[src/hdl/ogs_pkg.sv]
// types, codes and the fixed level table of the off-time mode group selector
package ogs_pkg;

  localparam logic REQ_POWER_ON = 1'b0;
  localparam logic REQ_TICK     = 1'b1;

  localparam logic [2:0] CFG_LOW_BATT_THRESHOLD   = 3'd0;
  localparam logic [2:0] CFG_STEP_DOWN_TICKS      = 3'd1;
  localparam logic [2:0] CFG_PRESS_CLEAR_TICKS    = 3'd2;
  localparam logic [2:0] CFG_PROGRAM_PRESSES      = 3'd3;
  localparam logic [2:0] CFG_PROGRAM_WINDOW_TICKS = 3'd4;

  localparam logic [1:0] PAT_STEADY = 2'd0;
  localparam logic [1:0] PAT_STROBE = 2'd1;
  localparam logic [1:0] PAT_BEACON = 2'd2;

  localparam logic [7:0] LVL_STROBE = 8'd253;
  localparam logic [7:0] LVL_BEACON = 8'd252;
  localparam logic [7:0] LVL_FULL   = 8'd255;
  localparam logic [7:0] PROG_LEVEL = 8'd25;

  localparam int INIT_GROUPS = 12;
  localparam int INIT_WORDS  = 6;

  typedef enum logic [1:0] {
    PH_NORMAL = 2'd0,
    PH_FIRST  = 2'd1,
    PH_COMMIT = 2'd2,
    PH_CANCEL = 2'd3
  } phase_e;

  typedef struct packed {
    logic       req_type;
    logic       fast_press;
    logic [7:0] battery_sample;
  } req_t;

  typedef struct packed {
    logic [7:0] drive_level;
    logic [1:0] pattern;
    logic [2:0] active_mode;
    logic [3:0] active_group;
    logic [1:0] program_phase;
  } rsp_t;

  typedef struct packed {
    logic [7:0] low_batt_threshold;
    logic [7:0] step_down_ticks;
    logic [7:0] press_clear_ticks;
    logic [7:0] program_presses;
    logic [6:0] program_window_ticks;
  } cfg_t;

  typedef struct packed {
    logic [2:0] saved_mode;
    logic [3:0] saved_group;
    logic [7:0] press_count;
    logic [7:0] tick_count;
    logic [7:0] low_batt_count;
    logic [7:0] level_reg;
    phase_e     phase;
  } state_t;

  localparam cfg_t CFG_RESET = '{
    low_batt_threshold:   8'd129,
    step_down_ticks:      8'd40,
    press_clear_ticks:    8'd12,
    program_presses:      8'd15,
    program_window_ticks: 7'd16
  };

  localparam state_t STATE_RESET = '{
    saved_mode:     3'd1,
    saved_group:    4'd1,
    press_count:    8'd0,
    tick_count:     8'd0,
    low_batt_count: 8'd0,
    level_reg:      8'd0,
    phase:          PH_NORMAL
  };

  // row: memory flag, then the levels of modes 1 and up
  localparam logic [7:0] INIT_TABLE [INIT_GROUPS][INIT_WORDS] = '{
    '{8'd0, 8'd255, 8'd0,   8'd0,   8'd0,   8'd0},
    '{8'd1, 8'd25,  8'd255, 8'd0,   8'd0,   8'd0},
    '{8'd0, 8'd25,  8'd255, 8'd0,   8'd0,   8'd0},
    '{8'd1, 8'd255, 8'd25,  8'd0,   8'd0,   8'd0},
    '{8'd0, 8'd255, 8'd25,  8'd0,   8'd0,   8'd0},
    '{8'd1, 8'd25,  8'd64,  8'd255, 8'd0,   8'd0},
    '{8'd0, 8'd25,  8'd64,  8'd255, 8'd0,   8'd0},
    '{8'd1, 8'd255, 8'd64,  8'd25,  8'd0,   8'd0},
    '{8'd0, 8'd255, 8'd64,  8'd25,  8'd0,   8'd0},
    '{8'd0, 8'd6,   8'd25,  8'd64,  8'd255, 8'd0},
    '{8'd0, 8'd25,  8'd64,  8'd255, 8'd253, 8'd0},
    '{8'd0, 8'd6,   8'd25,  8'd64,  8'd252, 8'd253}
  };

  function automatic logic [7:0] init_word(input logic [3:0] g, input logic [3:0] w);
    if (32'(g) >= INIT_GROUPS || 32'(w) >= INIT_WORDS) begin
      return 8'd0;
    end
    return INIT_TABLE[g][w[2:0]];
  endfunction

endpackage

[src/hdl/offtime_mode_group_selector.sv]
// top level of the off-time mode group selector
// Usage:
//   requests enter on in_valid_i / in_req_i and are taken at an edge where
//   in_valid_i is high and in_stall_o is low. a request is a power-on event
//   (with the short off-time flag) or a watchdog tick (with a battery sample).
//   every request yields exactly one result on out_valid_o / out_rsp_o, taken
//   at an edge where out_valid_o is high and out_stall_i is low.
//   a taken request waits in the input register; the state update then writes
//   its result into the result register, from which out_rsp_o is driven.
//   throughput: one request per cycle when out_stall_i is low; the mode state
//   is read and written in the same cycle, so requests chain without bubbles.
//   settings are written through cfg_we_i / cfg_idx_i / cfg_wdata_i while idle.
//   reset restores the saved mode and group to 1, clears counters and phase,
//   loads the default settings and empties both registers.
//   when the receiver stalls, the result register holds; one more request is
//   held in the input register, then in_stall_o rises until the result moves.
module offtime_mode_group_selector #(
  parameter int GROUP_COUNT = 12,
  parameter int ROW_WORDS   = 6
) (
  input  logic          clk_i,
  input  logic          rst_ni,
  input  logic          in_valid_i,
  output logic          in_stall_o,
  input  ogs_pkg::req_t in_req_i,
  output logic          out_valid_o,
  input  logic          out_stall_i,
  output ogs_pkg::rsp_t out_rsp_o,
  input  logic          cfg_we_i,
  input  logic [2:0]    cfg_idx_i,
  input  logic [7:0]    cfg_wdata_i
);
  import ogs_pkg::*;

  logic   in_valid_q, in_valid_d;
  req_t   in_req_q;
  logic   out_valid_q, out_valid_d;
  rsp_t   out_rsp_q;
  rsp_t   rsp_d;
  state_t state_q, state_d;
  cfg_t   cfg_q;
  logic   advance;
  logic   accept;

  assign advance    = in_valid_q && (!out_valid_q || !out_stall_i);
  assign in_stall_o = in_valid_q && !advance;
  assign accept     = in_valid_i && !in_stall_o;

  always_comb begin
    in_valid_d = in_valid_q;
    if (accept) begin
      in_valid_d = 1'b1;
    end else if (advance) begin
      in_valid_d = 1'b0;
    end
    out_valid_d = out_valid_q;
    if (advance) begin
      out_valid_d = 1'b1;
    end else if (!out_stall_i) begin
      out_valid_d = 1'b0;
    end
  end

  ogs_step #(
    .GROUP_COUNT(GROUP_COUNT),
    .ROW_WORDS  (ROW_WORDS)
  ) u_step (
    .state_i(state_q),
    .cfg_i  (cfg_q),
    .req_i  (in_req_q),
    .state_o(state_d),
    .rsp_o  (rsp_d)
  );

  always_ff @(posedge clk_i or negedge rst_ni) begin
    if (!rst_ni) begin
      in_valid_q  <= 1'b0;
      out_valid_q <= 1'b0;
      state_q     <= STATE_RESET;
    end else begin
      in_valid_q  <= in_valid_d;
      out_valid_q <= out_valid_d;
      if (advance) begin
        state_q <= state_d;
      end
    end
  end

  always_ff @(posedge clk_i or negedge rst_ni) begin
    if (!rst_ni) begin
      cfg_q <= CFG_RESET;
    end else if (cfg_we_i) begin
      case (cfg_idx_i)
        CFG_LOW_BATT_THRESHOLD:   cfg_q.low_batt_threshold   <= cfg_wdata_i;
        CFG_STEP_DOWN_TICKS:      cfg_q.step_down_ticks      <= cfg_wdata_i;
        CFG_PRESS_CLEAR_TICKS:    cfg_q.press_clear_ticks    <= cfg_wdata_i;
        CFG_PROGRAM_PRESSES:      cfg_q.program_presses      <= cfg_wdata_i;
        CFG_PROGRAM_WINDOW_TICKS: cfg_q.program_window_ticks <= cfg_wdata_i[6:0];
        default: begin
        end
      endcase
    end
  end

  always_ff @(posedge clk_i) begin
    if (accept) begin
      in_req_q <= in_req_i;
    end
    if (advance) begin
      out_rsp_q <= rsp_d;
    end
  end

  assign out_valid_o = out_valid_q;
  assign out_rsp_o   = out_rsp_q;

`ifndef NO_ASSERTIONS
  // the saved mode never reaches zero
  assert property (@(posedge clk_i) disable iff (!rst_ni) state_q.saved_mode != 3'd0)
    else $error("saved mode is zero");

  // the commit window is only entered from the first window
  assert property (@(posedge clk_i) disable iff (!rst_ni)
    (state_q.phase == PH_COMMIT && $past(state_q.phase) != PH_COMMIT)
      |-> $past(state_q.phase) == PH_FIRST)
    else $error("commit window entered without first window");

  // a new result only follows a request held in the input register
  assert property (@(posedge clk_i) disable iff (!rst_ni)
    $rose(out_valid_q) |-> $past(in_valid_q))
    else $error("result without request");
`endif

endmodule

[src/hdl/ogs_step.sv]
// next state and result for one request, from the current state and settings
module ogs_step #(
  parameter int GROUP_COUNT = 12,
  parameter int ROW_WORDS   = 6
) (
  input  ogs_pkg::state_t state_i,
  input  ogs_pkg::cfg_t   cfg_i,
  input  ogs_pkg::req_t   req_i,
  output ogs_pkg::state_t state_o,
  output ogs_pkg::rsp_t   rsp_o
);
  import ogs_pkg::*;

  localparam logic [4:0] GROUPS = 5'(GROUP_COUNT);
  localparam logic [3:0] WORDS  = 4'(ROW_WORDS);
  localparam logic [3:0] LAST_GROUP = 4'(GROUP_COUNT - 1);

  function automatic logic [7:0] word_at(input logic [3:0] g, input logic [3:0] w);
    if ({1'b0, g} >= GROUPS || w >= WORDS) begin
      return 8'd0;
    end
    return init_word(g, w);
  endfunction

  // a group beyond the table reads as group 0
  function automatic logic [3:0] sel_group(input logic [3:0] grp);
    return ({1'b0, grp} < GROUPS) ? grp : 4'd0;
  endfunction

  function automatic logic [7:0] mode_level(input logic [2:0] mode, input logic [3:0] grp);
    if (mode == 3'd0) begin
      return 8'd0;
    end
    return word_at(sel_group(grp), {1'b0, mode});
  endfunction

  state_t     ns;
  logic [3:0] grp;
  logic [3:0] mode;
  logic [7:0] lvl;
  logic [7:0] low_inc;
  logic [4:0] grp_inc;
  logic [7:0] out_lvl;

  always_comb begin
    ns      = state_i;
    grp     = sel_group(state_i.saved_group);
    mode    = {1'b0, state_i.saved_mode};
    lvl     = 8'd0;
    low_inc = state_i.low_batt_count + 8'd1;
    grp_inc = {1'b0, state_i.saved_group} + 5'd1;

    if (req_i.req_type == REQ_POWER_ON) begin
      ns.tick_count     = 8'd0;
      ns.low_batt_count = 8'd0;
      ns.level_reg      = 8'd0;
      ns.phase          = PH_NORMAL;
      if (req_i.fast_press) begin
        mode = mode + 4'd1;
        if (mode > WORDS - 4'd1 || word_at(grp, mode) == 8'd0) begin
          mode = 4'd1;
        end
        if (state_i.press_count != 8'hff) begin
          ns.press_count = state_i.press_count + 8'd1;
        end
      end else begin
        // no memory flag: back to the first mode
        if (word_at(grp, 4'd0) == 8'd0) begin
          mode = 4'd1;
        end
        ns.press_count = 8'd0;
      end
      ns.saved_mode = mode[2:0];
      if (ns.press_count > cfg_i.program_presses) begin
        ns.phase = PH_FIRST;
      end else begin
        lvl = mode_level(ns.saved_mode, ns.saved_group);
        ns.level_reg = (lvl == LVL_STROBE || lvl == LVL_BEACON) ? LVL_FULL : lvl;
      end
    end else begin
      if (state_i.tick_count != 8'hff) begin
        ns.tick_count = state_i.tick_count + 8'd1;
      end
      if (ns.tick_count == cfg_i.press_clear_ticks) begin
        ns.press_count = 8'd0;
      end
      if (req_i.battery_sample < cfg_i.low_batt_threshold) begin
        ns.low_batt_count = low_inc;
        if (low_inc > cfg_i.step_down_ticks) begin
          ns.level_reg      = {1'b0, state_i.level_reg[7:1]} + 8'd3;
          ns.low_batt_count = 8'd0;
        end
      end else begin
        ns.low_batt_count = 8'd0;
      end
      if (state_i.phase == PH_FIRST &&
          ns.tick_count >= {1'b0, cfg_i.program_window_ticks}) begin
        if (grp_inc >= GROUPS) begin
          grp_inc = 5'd0;
        end
        ns.press_count = 8'd0;
        ns.saved_group = grp_inc[3:0];
        ns.saved_mode  = 3'd1;
        ns.phase       = PH_COMMIT;
      end else if (state_i.phase == PH_COMMIT &&
                   ns.tick_count >= {cfg_i.program_window_ticks, 1'b0}) begin
        // power stayed on through the commit window: revert the group
        ns.saved_group = (grp == 4'd0) ? LAST_GROUP : grp - 4'd1;
        ns.phase       = PH_CANCEL;
      end
    end
  end

  assign out_lvl = mode_level(ns.saved_mode, ns.saved_group);

  always_comb begin
    rsp_o.active_mode   = ns.saved_mode;
    rsp_o.active_group  = ns.saved_group;
    rsp_o.program_phase = ns.phase;
    rsp_o.pattern       = PAT_STEADY;
    if (ns.phase == PH_NORMAL) begin
      rsp_o.drive_level = ns.level_reg;
      if (out_lvl == LVL_STROBE) begin
        rsp_o.pattern = PAT_STROBE;
      end else if (out_lvl == LVL_BEACON) begin
        rsp_o.pattern = PAT_BEACON;
      end
    end else begin
      rsp_o.drive_level = (ns.phase == PH_COMMIT) ? 8'd0 : PROG_LEVEL;
    end
  end

  assign state_o = ns;

endmodule

[config.mk]
export PLATFORM = sky130hd
export DESIGN_NAME = offtime_mode_group_selector
export DESIGN_NICKNAME = d
export VERILOG_FILES = /design/src/hdl/ogs_pkg.sv /design/src/hdl/offtime_mode_group_selector.sv /design/src/hdl/ogs_step.sv
export SDC_FILE = /design/constraint.sdc
export NUM_CORES = 1
export LEC_CHECK = 0
export ABC_AREA = 1
export BUFFER_PORTS_ARGS = -buffer_cell sky130_fd_sc_hd__buf_2
export CAP_MARGIN = 20
export CORE_UTILIZATION = 35
export CTS_CLUSTER_SIZE = 12
export DETAILED_ROUTE_END_ITERATION = 10
export MAX_ROUTING_LAYER = met4
export PLACE_DENSITY = 0.59
export SLEW_MARGIN = 10
export SYNTH_ARGS = -nofsm -noshare
export SYNTH_HDL_FRONTEND = slang
export SYNTH_SLANG_ARGS = --single-unit
[constraint.sdc]
create_clock -name clk_i -period 4.56 [get_ports clk_i]
set_input_delay 1.368 -clock clk_i [delete_from_list [all_inputs] [get_ports clk_i]]
set_output_delay 1.368 -clock clk_i [all_outputs]
set_load 0.005 [all_outputs]
# Word-level counts from Yosys, hierarchy flattened
# Memory sizes are Yosys's and may differ from the RTL's.
# Cells that the tools add are included.
# word_totals
regBits,111
latchBits,0
ramBits,0
romBits,1536
in_bits,26
output_inout_bits,21
wordCells,219
memories,2
# mem_list
name,words,width,read_ports,rd_ports_with_merged_regs,wr,line,text
(name not given),16,48,1,0,0,ogs_pkg.sv:102,return INIT_TABLE[g][w[2:0]];
(name not given),16,48,1,0,0,ogs_pkg.sv:102,
# classes
addsub,7
mul,0
n_div,0
n_lt_le_gt_ge,24
n_eq_ne,16
shift,0
mux,108
bitwise,6
reduce_logical,33
# op_table
operator,count
8-bit 2-to-1 mux,44
48-bit 2-to-1 mux,4
8-bit binary-select mux with 3-bit select,3
1-bit 2-to-1 mux,38
34-bit 2-to-1 mux,1
8-bit == test (second input constant),4
4-bit greater-or-equal comparator (second input constant),7
4-bit 2-to-1 mux,7
8-bit by 1-bit adder with 8-bit output (second input constant),3
3-bit 2-to-1 mux,6
8-bit greater-than comparator,2
8-bit zero test,2
16-bit 2-to-1 mux,1
8-bit != test (second input constant),2
3-bit greater-or-equal comparator (second input constant),4
3-bit NOT with 4-bit output,3
2-bit AND reduction,6
5-bit greater-or-equal comparator (second input constant),2
4-bit NOT with 5-bit output,2
3-bit zero test,3
1-bit logical OR,9
7-bit by 2-bit adder with 8-bit output (second input constant),1
8-bit == test,1
4-bit by 3-bit greater-or-equal comparator with 1-bit output (second input constant),2
25 further kinds,37

# Depth between registers and ports, before layout
# depth
word_depth,43
mapped_depth,34
ltp_nobuf,34

# Hierarchy
# From an unflattened synthesis, not the netlist that was laid out.
# hier_totals
hier_cells,1015
area_unflattened_um2,7676.1
# modules_own_cells
mod,instances,cells_each,area_per_inst_um2,seq_area_each_um2
offtime_mode_group_selector,1,390,4111.4,2939.1
ogs_step,1,625,3564.7,0.0

# Worst setup path before layout
# OpenSTA, ideal clock, no wires.
# synth_timing
path_type,flip-flop to flip-flop
start,reg state_q[18] (netlist bit)
end,reg out_rsp_q (netlist bit out_rsp_o[10]) (data pin)
setup_ns,0.254
arrival_ns,3.338
required_time_ns,4.306
slack_ns,0.968
stages_incl_launch_ff,32
n_path_buf,0
synth_period_minus_slack_ns,3.592
path_cell_list,dfrtp_1 ha_1 nand2_2 nor2_4 nand2_2 inv_2 nor3_1 a21oi_2 ha_1 a21oi_1 o21ai_0 a21oi_1 nand2_2 nand2_4 nand2_2 nand2_1 nand2_1 nand2_2 nand2_4 nand2_4 nand2_1 nand2_2 inv_1 ha_1 inv_1 nand2_1 nand2_1 nand2_1 nand2_1 nand2_1 a21oi_1 nor2_1
# synth_lines
element,line,text
start: declaration,offtime_mode_group_selector.sv:40,"state_t state_q, state_d;"
start signal: assignment,offtime_mode_group_selector.sv:84,state_q <= state_d;
end signal: assignment,offtime_mode_group_selector.sv:110,out_rsp_q <= rsp_d;
end: declaration,offtime_mode_group_selector.sv:38,rsp_t out_rsp_q;

==> implementation parameters <==
Parameter                              Value

GRT
  Via count of the first global-routing pass ... 5762
  Grt total ovfl ... 0
  Number of antenna violations at the first check in global routing ... 0
  Largest net degree at the start of global routing ... 40
  Wire length of the first global-routing pass ... 28.6 mm
  Total routing usage reported by global routing ... 0.171

Finish
  Post-Route Utilization ... 0.404
  Relative area change from synthesis to final layout ... 12.1%
  Most common cell after layout, fill and taps aside ... nand2_1
  Fraction of layout cells with a size suffix above 1 ... 0.150
  Area used by multi-input combinational logic ... 3810 sq um
  Antenna cell count ... 0
  Final cell count without fillers ... 1267
  Most used cells in the layout excluding fill and tap cells ... 225 x nand2_1, 130 x inv_1, 100 x o21ai_0, 68 x dfrtp_1, 61 x ha_1
  Area taken by flip-flops and latches ... 2940 sq um
  Fillers ... 2126
  Final layout net count ... 1079

Critical path
  Critical Path Slowest Stage Cell ... dfrtp_1
  Arrival time reported for the critical path endpoint ... 4240 ps
  Maximum net fanout on the critical path ... 6
  Crit-path leading delay family ... simple AND/OR/NAND/NOR gates
  Crit path top cell by count ... nand2_1
  Required time at the worst-slack endpoint ... 4690 ps
  Type of the worst setup path ... reg -> reg
  Number of buffers and inverters on the critical path ... 4
  Worst Setup End Kind ... flip-flop
  Sort of element at the start of the critical path ... flip-flop
  Critical Path Max Stage Delay ... 410 ps

Routing
  Antenna violation net count after detailed routing ... 0
  Post-Route WL ... 17.1 mm
  Number of detailed-routing iterations run before antenna repair ... 7
  Average wire per cell in the routed design ... 13.5 microns
  Vias per cell ... 4.86
  Starting DRT DRC Count ... 436
  Drt drc ... 0
  Vias post-DR ... 6161

Synth
  Post-synthesis adder-cell area fraction ... 0.104
  Dominant combinational cell family by area after synthesis ... simple AND/OR/NAND/NOR gates
  Synthesized Nets ... 1026
  Simple-gate share of the synthesized area ... 0.255
  Unique cell type count in the Yosys netlist ... 47
  Synthesized instance count ... 939
  Part of the Yosys area used for sequential elements ... 0.399
  Syn Std Cell Area ... 7360 sq um
  Flip-flop and latch count after synthesis ... 111
  Avg Cell Area, Syn ... 7.84 sq um
  Count of flip-flops with a built-in enable after synthesis ... 29
  Multiplexer area fraction after synthesis ... 0
  Fraction of synthesis flops using an asynchronous set or reset pin ... 0.739
  Fraction of synthesized cell area in xor and xnor cells ... 0.0178
  Dominant register cell in the synthesized netlist ... dfrtp_1
  Yosys warning count ... 0
  Share of the synthesized area in compound gates (AO/OA/AOI/OAI) ... 0.141

Timing
  Final period utilization ... 0.902
  Unrepaired setup endpoints after global routing ... false
  Sum of negative setup slack ... 0 ps
  Hold Fails Final Rpt ... 0
  Achievable Freq ... 243 MHz
  Number of setup violations in the final report ... 0
  Total count of max-transition violations in the final report ... 0
  Measured slew at the worst slew-check pin ... 846 ps
  Worst-case clock skew ... 12.3 ps
  Headroom to the max-slew limit ... 0.434
  Shortest period the worst path allows ... 4110 ps

Clocking
  TritonCTS clock tree ... built
  Num CTS Buffers ... 9
  TritonCTS sink count ... 111
  Number of buffers added to fix hold violations after cts ... 0
  Longest Clk Path Bufs ... 2
  Clk pin slew, worst setup/hold paths ... 80 ps
  Clk Tree Root Cell ... clkbuf_16
  Skew-Pair Late Insertion Delay ... 370 ps
  H-tree levels ... 3

Floorplan
  Vertical extent of the die ... 147 microns
  Number of top-level pins ... 47
  Die area ... 21600 sq um
  Core Area ... 20400 sq um
  Die Width ... 147 microns
  # rows ... 52
  Initial core utilization ... 0.360

Hold path
  Path type of the worst min-delay path ... reg -> reg

Placed design
  Cell total after placement ... 1249
  RePlAce Congestion ... 0.914
  Post-detailed-placement half-perimeter wirelength ... 12.9 mm
  Port buffer count ... 46

Pwr
  P_leak ... 3.97 nW
  Pwr dens ... 535 nW/um^2
  Highest ir drop seen on vdd ... 189 uV

Outcome
  Outcome ... completed

Flow run
  Count of maximum capacitance violations ... 0
==> sequential cells by signal, summed over array words and instances, names as in the netlist <==
signal and flops:
out_rsp_o 19, in_req_q 10, out_valid_o 1, state_q 41, in_valid_q 1, cfg_q 39
==> worst min-delay path, cell delays in order, from the launching register on <==
cell,delay [ps]
dfrtp_1,340
nand2_1,50
nand2_1,60
==> worst paths after layout <==
kind / start / depth (start not counted) / endpoint / slack, ps
max: state_q[18] / 32 / out_rsp_o[10] / 450
min: state_q[2] / 2 / state_q[2] / 480
max reg2reg: state_q[18] / 32 / out_rsp_o[10] / 450
min reg2reg: state_q[2] / 2 / state_q[2] / 480
max in group asynchronous: rst_ni / 2 / state_q[19] / 2790
min in group asynchronous: rst_ni / 1 / cfg_q[30] / 910
==> synthesized netlist by cell type (2+ instances only) <==
master,number,area [sq um]
buf_4,2,15.0
o211ai_1,5,37.5
a31oi_1,7,43.8
inv_1,130,488
o21ai_2,2,17.5
nor2_2,4,25.0
nand2_2,19,119
o21ai_1,3,15.0
o31ai_1,2,15.0
nand4_1,10,62.6
nand2_4,9,101
nand3_2,5,50.1
dfstp_2,13,342
edfxtp_1,29,871
ha_1,61,763
clkbuf_1,11,41.3
clkinv_1,2,7.51
o22ai_4,2,40.0
o21ai_0,100,500
nor3_1,13,65.1
nand2_1,225,845
nand3b_1,4,30.0
xnor2_1,3,26.3
nand3_1,51,255
o22ai_1,10,62.6
dfrtp_1,69,1730
buf_2,2,10.0
or2_2,3,18.8
inv_2,8,30.0
a211oi_1,2,15.0
xor2_1,12,105
nor2_4,3,33.8
nor2_1,60,225
a21oi_1,45,225
==> stage by stage <==
stage          total power [W]  cell area (sq um)  setup WS [ps]  hold slack [ps]
2_1_floorplan          0.00306               7360            968              444
4_1_cts                0.00444               8240            354              484
3_3_place_gp           0.00359               7930            480              459
6_report               0.00442               8260            449              481
5_1_grt                0.00486               8260           4.12              514
3_5_place_dp           0.00358               7930            391              464
==> report_power, final <==
part | total (W) | switching, W | internal, W
clock network | 0.000823 | 0.000429 | 0.000395
registers | 0.00144 | 0.000170 | 0.00127
logic | 0.00216 | 0.00139 | 0.000767
==> kinds of logic (layout without fill, tap and decap cells) <==
logic type,count (synthesis),after routing
buffers and inverters,157,215
XOR/XNOR,15,15
adder cells (fa/ha/maj),61,61
AND/OR/NAND/NOR,410,410
flip-flops,111,111
AO/OA/AOI/OAI,185,185
==> timing repair <==
item	CTS	global route
buffers inserted	0	2
setup endpoints to repair	0	2
resized for setup	0	1
==> final cells by class <==
| cell class | instances | share of cell area |
|---|---|---|
| multi-input combinational | 671 | 0.462 |
| sequential | 111 | 0.356 |
| inverter | 141 | 0.0644 |
| tap | 270 | 0.0409 |
| timing repair buffer | 58 | 0.0391 |
| clock buffer | 9 | 0.0273 |
| clock inverter | 7 | 0.0102 |
==> layer usage <==
layer / share of wire / GRT usage / up-vias / wire [microns]
li1: - / - / 3201 / -
met1: 0.50 / 0.229 / 2848 / 8620
met2: 0.46 / 0.269 / 97 / 7790
met3: 0.029 / 0.0267 / 15 / 504
met4: 0.011 / 0.0464 / 0 / 184
met5: 0 / - / - / 0
Power figures use the tool's default switching activity.
